[src/rtl/hes_pkg.sv]
`timescale 1ns / 1ps
`default_nettype none
// ----------------------------------------------------------------------------
// Heat equation stencil package
// Shared constants, codes, control types and fixed-point helpers.
// ----------------------------------------------------------------------------
package hes_pkg;

  localparam int GRID_POINTS_DEF = 64;
  localparam int DIV_STEPS       = 25;

  localparam logic [24:0] ONE_Q24 = 25'd16777216;

  // Register reset values.
  localparam logic        MODE_RST  = 1'b0;
  localparam logic [23:0] RATIO_RST = 24'd6710886;
  localparam logic [24:0] DX_RST    = 25'd335544;
  localparam logic [24:0] DT_RST    = 25'd2684;
  localparam logic [26:0] LIMIT_RST = 27'd20971520;
  localparam logic [5:0]  LAST_RST  = 6'd50;

  typedef enum logic [2:0] {
    REG_MODE  = 3'd0,
    REG_RATIO = 3'd1,
    REG_DX    = 3'd2,
    REG_DT    = 3'd3,
    REG_LIMIT = 3'd4,
    REG_LAST  = 3'd5
  } cfg_reg_e;

  typedef enum logic [1:0] {
    KIND_ADVANCE = 2'd0,
    KIND_READ    = 2'd1,
    KIND_CLEAR   = 2'd2
  } kind_e;

  typedef enum logic [2:0] {
    PE_COEF   = 3'd0,
    PE_MUL_R  = 3'd1,
    PE_MUL_C  = 3'd2,
    PE_MUL_L  = 3'd3,
    PE_SUM    = 3'd4,
    PE_ROUND  = 3'd5,
    PE_MUL_Q  = 3'd6,
    PE_FINISH = 3'd7
  } pe_op_e;

  typedef struct packed {
    logic   en;
    pe_op_e op;
    logic   var_mode;
  } pe_ctl_t;

  // Drop 24 fraction bits, rounding half away from zero.
  function automatic logic signed [35:0] round_q24(input logic signed [59:0] v);
    logic signed [59:0] a;
    if (v >= 60'sd0) begin
      a = (v + 60'sd8388608) >>> 24;
    end else begin
      a = -((-v + 60'sd8388608) >>> 24);
    end
    return a[35:0];
  endfunction

  // Saturate to the unit interval.
  function automatic logic [24:0] clamp_unit(input logic signed [36:0] v);
    logic [24:0] r;
    if (v < 37'sd0) begin
      r = '0;
    end else if (v > 37'sd16777216) begin
      r = ONE_Q24;
    end else begin
      r = v[24:0];
    end
    return r;
  endfunction

endpackage
`default_nettype wire

[src/rtl/hes_div.sv]
`timescale 1ns / 1ps
`default_nettype none
// ----------------------------------------------------------------------------
// Boundary divider
// Restoring divider for round(t * 2^24 / (t + 2^24)), one quotient bit a cycle.
// ----------------------------------------------------------------------------
module hes_div (
  input  logic        clk_i,
  input  logic        rst_ni,
  input  logic        start_i,
  input  logic [31:0] t_i,
  output logic        done_o,
  output logic [24:0] quo_o
);
  import hes_pkg::*;

  logic [32:0] den_d, den_q;
  logic [32:0] rem_q;
  logic [24:0] lo_q, quo_q;
  logic [4:0]  cnt_q;
  logic        run_q, done_q;
  logic [56:0] num;
  logic [33:0] trial;
  logic        qbit;

  assign den_d = {1'b0, t_i} + 33'(ONE_Q24);
  assign num   = {1'b0, t_i, 24'd0} + 57'(den_d[32:1]);
  assign trial = {rem_q, lo_q[24]};
  assign qbit  = trial >= {1'b0, den_q};

  always_ff @(posedge clk_i or negedge rst_ni) begin
    if (!rst_ni) begin
      run_q  <= 1'b0;
      done_q <= 1'b0;
      cnt_q  <= '0;
    end else if (start_i) begin
      run_q  <= 1'b1;
      done_q <= 1'b0;
      cnt_q  <= '0;
    end else if (run_q) begin
      cnt_q <= cnt_q + 5'd1;
      if (cnt_q == 5'(DIV_STEPS - 1)) begin
        run_q  <= 1'b0;
        done_q <= 1'b1;
      end
    end
  end

  // The quotient is below 2^25, so the top bits of the numerator start below den.
  always_ff @(posedge clk_i) begin
    if (start_i) begin
      den_q <= den_d;
      rem_q <= {1'b0, num[56:25]};
      lo_q  <= num[24:0];
    end else if (run_q) begin
      rem_q <= qbit ? 33'(trial - {1'b0, den_q}) : trial[32:0];
      lo_q  <= {lo_q[23:0], 1'b0};
      quo_q <= {quo_q[23:0], qbit};
    end
  end

  assign done_o = done_q;
  assign quo_o  = quo_q;

endmodule
`default_nettype wire

[config.mk]
export PLATFORM = sky130hd
export DESIGN_NAME = hes_div
export DESIGN_NICKNAME = d
export VERILOG_FILES = /design/src/rtl/hes_pkg.sv /design/src/rtl/hes_div.sv
export SDC_FILE = /design/constraint.sdc
export NUM_CORES = 1
export LEC_CHECK = 0
export ABC_AREA = 1
export BUFFER_PORTS_ARGS = -buffer_cell sky130_fd_sc_hd__buf_4
export CAP_MARGIN = 25
export CORE_ASPECT_RATIO = 2
export CORE_MARGIN = 5
export CORE_UTILIZATION = 40
export CTS_BUF_LIST = sky130_fd_sc_hd__clkbuf_4 sky130_fd_sc_hd__clkbuf_8
export CTS_CLUSTER_DIAMETER = 40
export CTS_CLUSTER_SIZE = 25
export DETAILED_ROUTE_END_ITERATION = 8
export PLACE_DENSITY = 0.6
export SLEW_MARGIN = 30
export SYNTH_ARGS = -nofsm -noshare
export SYNTH_HDL_FRONTEND = slang
export SYNTH_SLANG_ARGS = --single-unit
export TNS_END_PERCENT = 10
[constraint.sdc]
create_clock -name clk_i -period 2.3 [get_ports clk_i]
set_input_delay 0.115 -clock clk_i [delete_from_list [all_inputs] [get_ports clk_i]]
set_output_delay 0.115 -clock clk_i [all_outputs]
set_load 0.05 [all_outputs]
==> impl_results.md <==
* Comb power frac at 62.6%
* Power Internal at 7580 uW
* CP max stage delay at 0.44 ns
* LEAKAGE at 0.00630 uW
* GR Overflow Total at 0
* RSZ-0062 raised after global routing: yes
* Area after DPL at 11200 um2
* P per Cell Area at 1100 nW/um2
* Reg-to-reg slack, setup at -0.12 ns
* Post-Syn Instances at 1248
* Number of global-route vias before repair at 8883
* TritonCTS clock tree: built
* Final hold violations at 0
* Most frequent cells in the layout: 420 x nand2_1, 235 x buf_4, 224 x inv_1, 115 x edfxtp_1, 91 x nand3_1
* Sequential cell fraction of total power at 24.2%
* Post-route ant nets at 0
* Post-synth net total at 1329
* CTS HTree Levels at 4
* Die Footprint at 26100 um2
* Slew Viols, Final at 0
* Synthesized area per cell at 7.31 um2
* Tcrit/Tclk final at 105%
* CTS Buffer Depth at 2
* Yosys top cell by area: edfxtp_1
* Clock network power share at 13.1%
* Core ar. at 22600 um2
* # setup viols final at 32
* Drt pass-1 iters at 7
* Worst hold path type: in2reg
* Crit-path cells: ha_4 > nand2_1 > nor2_1 > buf_4 > nand2_2 > nor3_4 > nand2_4 > nand2_4 > nand2_8 > nand2_8 > buf_8 > buf_4 > nand2_2 > nand3_1 > nand2_1
* Synth Register Bits at 123
* Netlist Area Pre-Place at 9130 um2
* Worst-path clk slew at 0.07 ns
* Area Growth Syn to Fin at 34.4%
* CTS buffer count at 17
* Antenna cell count at 0
* Net Sw Power at 5960 uW
* Slowest-stage cell, CP: edfxtp_1
* Number of synthesized flops with an enable pin at 115
* I/O pin cnt at 61
* Max_cap viols at 0
* Setup Crit Path Kind: reg2reg
* Starting DRT DRC Count at 353
* First-pass GRT wire length at 45900 um
* Overall Power at 13500 uW
* Synth top area cells: edfxtp_1 38%, nand2_1 18%, inv_1 9.5%
* Die W at 117 um
* Warnings, synthesis at 0
* Clock sinks at 123
* Clock latency at the later pin of the worst-skew pair at 0.45 ns
* Final worst setup slack at -0.117 ns
* Die Span Y at 224 um
* Most common cell after layout, fill and taps aside: nand2_1
* Worst EP arrival at 2.63 ns
* Outcome: finished with violations
* Vias at 8763
* Crit. End Element: flop
* FF-to-FF path depth at 15
* Routed len/inst at 16.5 um
* Root Driver: clkbuf_8
* Fin area at 12300 um2
* Worst slew pin tran at 0.559 ns
* Sw Ratio at 44.0%
* Failing checks: negative setup slack
* Drt drc at 0
* FMAX at 414 MHz
* Max IR drop VDD at 546 uV
* RD Place Congestion at 1.02
* Pin count of the biggest net entering global routing at 53
* CP Max Fanout at 6
* Relative slew slack at 62.7%
* NumNets Final at 1597
* Synth cell types at 43
* Post-synth top area share at 37.8%
* Critical Path Start Type: flop
* Port buffer count at 60
* Most used flip-flop cell after synthesis: edfxtp_1
* GRT Overall Usage at 23.2%
* Row cnt at 78
* Initial antenna violation count at 0
* Routed WL at 29900 um
* Initial Utilization at 40.3%
* Final Skew at 0.0113 ns
* Register area share after synthesis at 40.0%
* Share of layout cells above drive strength 1 at 26.3%
* Hold path cells at 1
* Worst Path Required at 2.51 ns
* Vias per std cell at 4.85
* Asr flop ratio synth at 5.69%
* DP HPWL at 24400 um
* Crit path time final at 2.42 ns
## stage by stage
stage / utilization, % / setup TNS (ns) / cells / worst slack, ns / hold slack (ns)
CTS: 52.7 / -3.29 / 1802 / -0.128 / 0.0237
global route: 54.2 / -6.38 / 1807 / -0.262 / 0.0244
global placement: 49.3 / -8.45 / 1745 / -0.532 / -0.0699
detailed placement: 49.3 / -9.93 / 1745 / -0.569 / -0.0686
floorplan: - / 0 / 1248 / 0.00794 / -0.181
finish: 54.2 / -2.04 / 1807 / -0.117 / 0.0499
## power groups by stage
stage | Combinational (uW) | Clock (uW) | Sequential (uW)
final | 8480 | 1780 | 3280
after CTS | 7990 | 1830 | 3240
after global placement | 7740 | 0 | 3250
after global routing | 9290 | 1930 | 3320
after detailed placement | 7770 | 0 | 3270
after floorplan | 4590 | 0 | 3290
## synthesized netlist by cell type (3+ instances only)
library cell,number
a21oi_1,33
and2_1,7
buf_12,3
buf_2,8
clkbuf_1,8
dfrtp_1,7
edfxtp_1,115
ha_1,44
inv_1,231
inv_2,4
nand2_1,441
nand2_2,39
nand3_1,101
nand3_2,3
nand3b_1,9
nand4_1,16
nor2_1,63
nor2_2,4
nor3_1,18
nor3_2,4
nor4_1,4
o21ai_0,22
xnor2_1,19
xor2_1,19
## routing by layer
| layer | vias up | share of wire [%] | GRT usage (%) |
|---|---|---|---|
| met5 | - | 0 | 0 |
| met4 | 0 | 9.0 | 17.7 |
| met3 | 105 | 2.6 | 2.57 |
| met2 | 227 | 54 | 43.1 |
| met1 | 3979 | 34 | 22.5 |
| li1 | 4452 | - | - |
## worst paths after layout
kind,from,end
worst max-delay path,rem_q[12],rem_q[5]
worst min-delay path,start_i,den_q[1]
worst max register to register,rem_q[12],rem_q[5]
worst min register to register,quo_o[10],quo_o[11]
max in group asynchronous,rst_ni,cnt_q[4]
min in group asynchronous,rst_ni,run_q
## worst max-delay path: cells and delay by family, from the launching register on
| kind | cells | cell delay (ns) |
|---|---|---|
| fa+ha+maj | 1 | 0.30 |
| simple gates | 11 | 1.04 |
| flops | 1 | 0.44 |
| buf+inv | 3 | 0.39 |
## cell type report
cell class	instances	area (um2)
clock buffers	17	234
flip-flops and latches	123	3650
well taps	280	350
clock inverters	13	129
repair buffers	272	2230
fillers	2195	10400
multi-input cells	865	4780
inverters	237	892
## logic make-up (layout without fill, tap and decap cells)
group                    Yosys count  count (layout)  synth area share (%)
AND/OR/NAND/NOR                  719             719                  34.8
buffers and inverters            260             539                  11.6
flip-flops                       123             123                  40.0
AO/OA/AOI/OAI                     62              62                  3.57
adder cells (fa/ha/maj)           46              46                  6.47
XOR/XNOR                          38              38                  3.65
## state kept, by name, indices dropped and copies added, names as in the netlist
register  flops
rem_q        33
run_q         1
done_o        1
cnt_q         5
den_q        33
lo_q         25
quo_o        25
## timing repair
action | 4_1_cts | 5_1_grt
buffers inserted | 0 | 4
setup endpoints to repair | 34 | 34
resized for setup | 27 | 57
hold buffers | 26 | 0
pin swaps | 8 | 12
cloned | 1 | 1
hold endpoints to repair | 44 | 0
No activity file was read; power rests on OpenSTA's default activity.
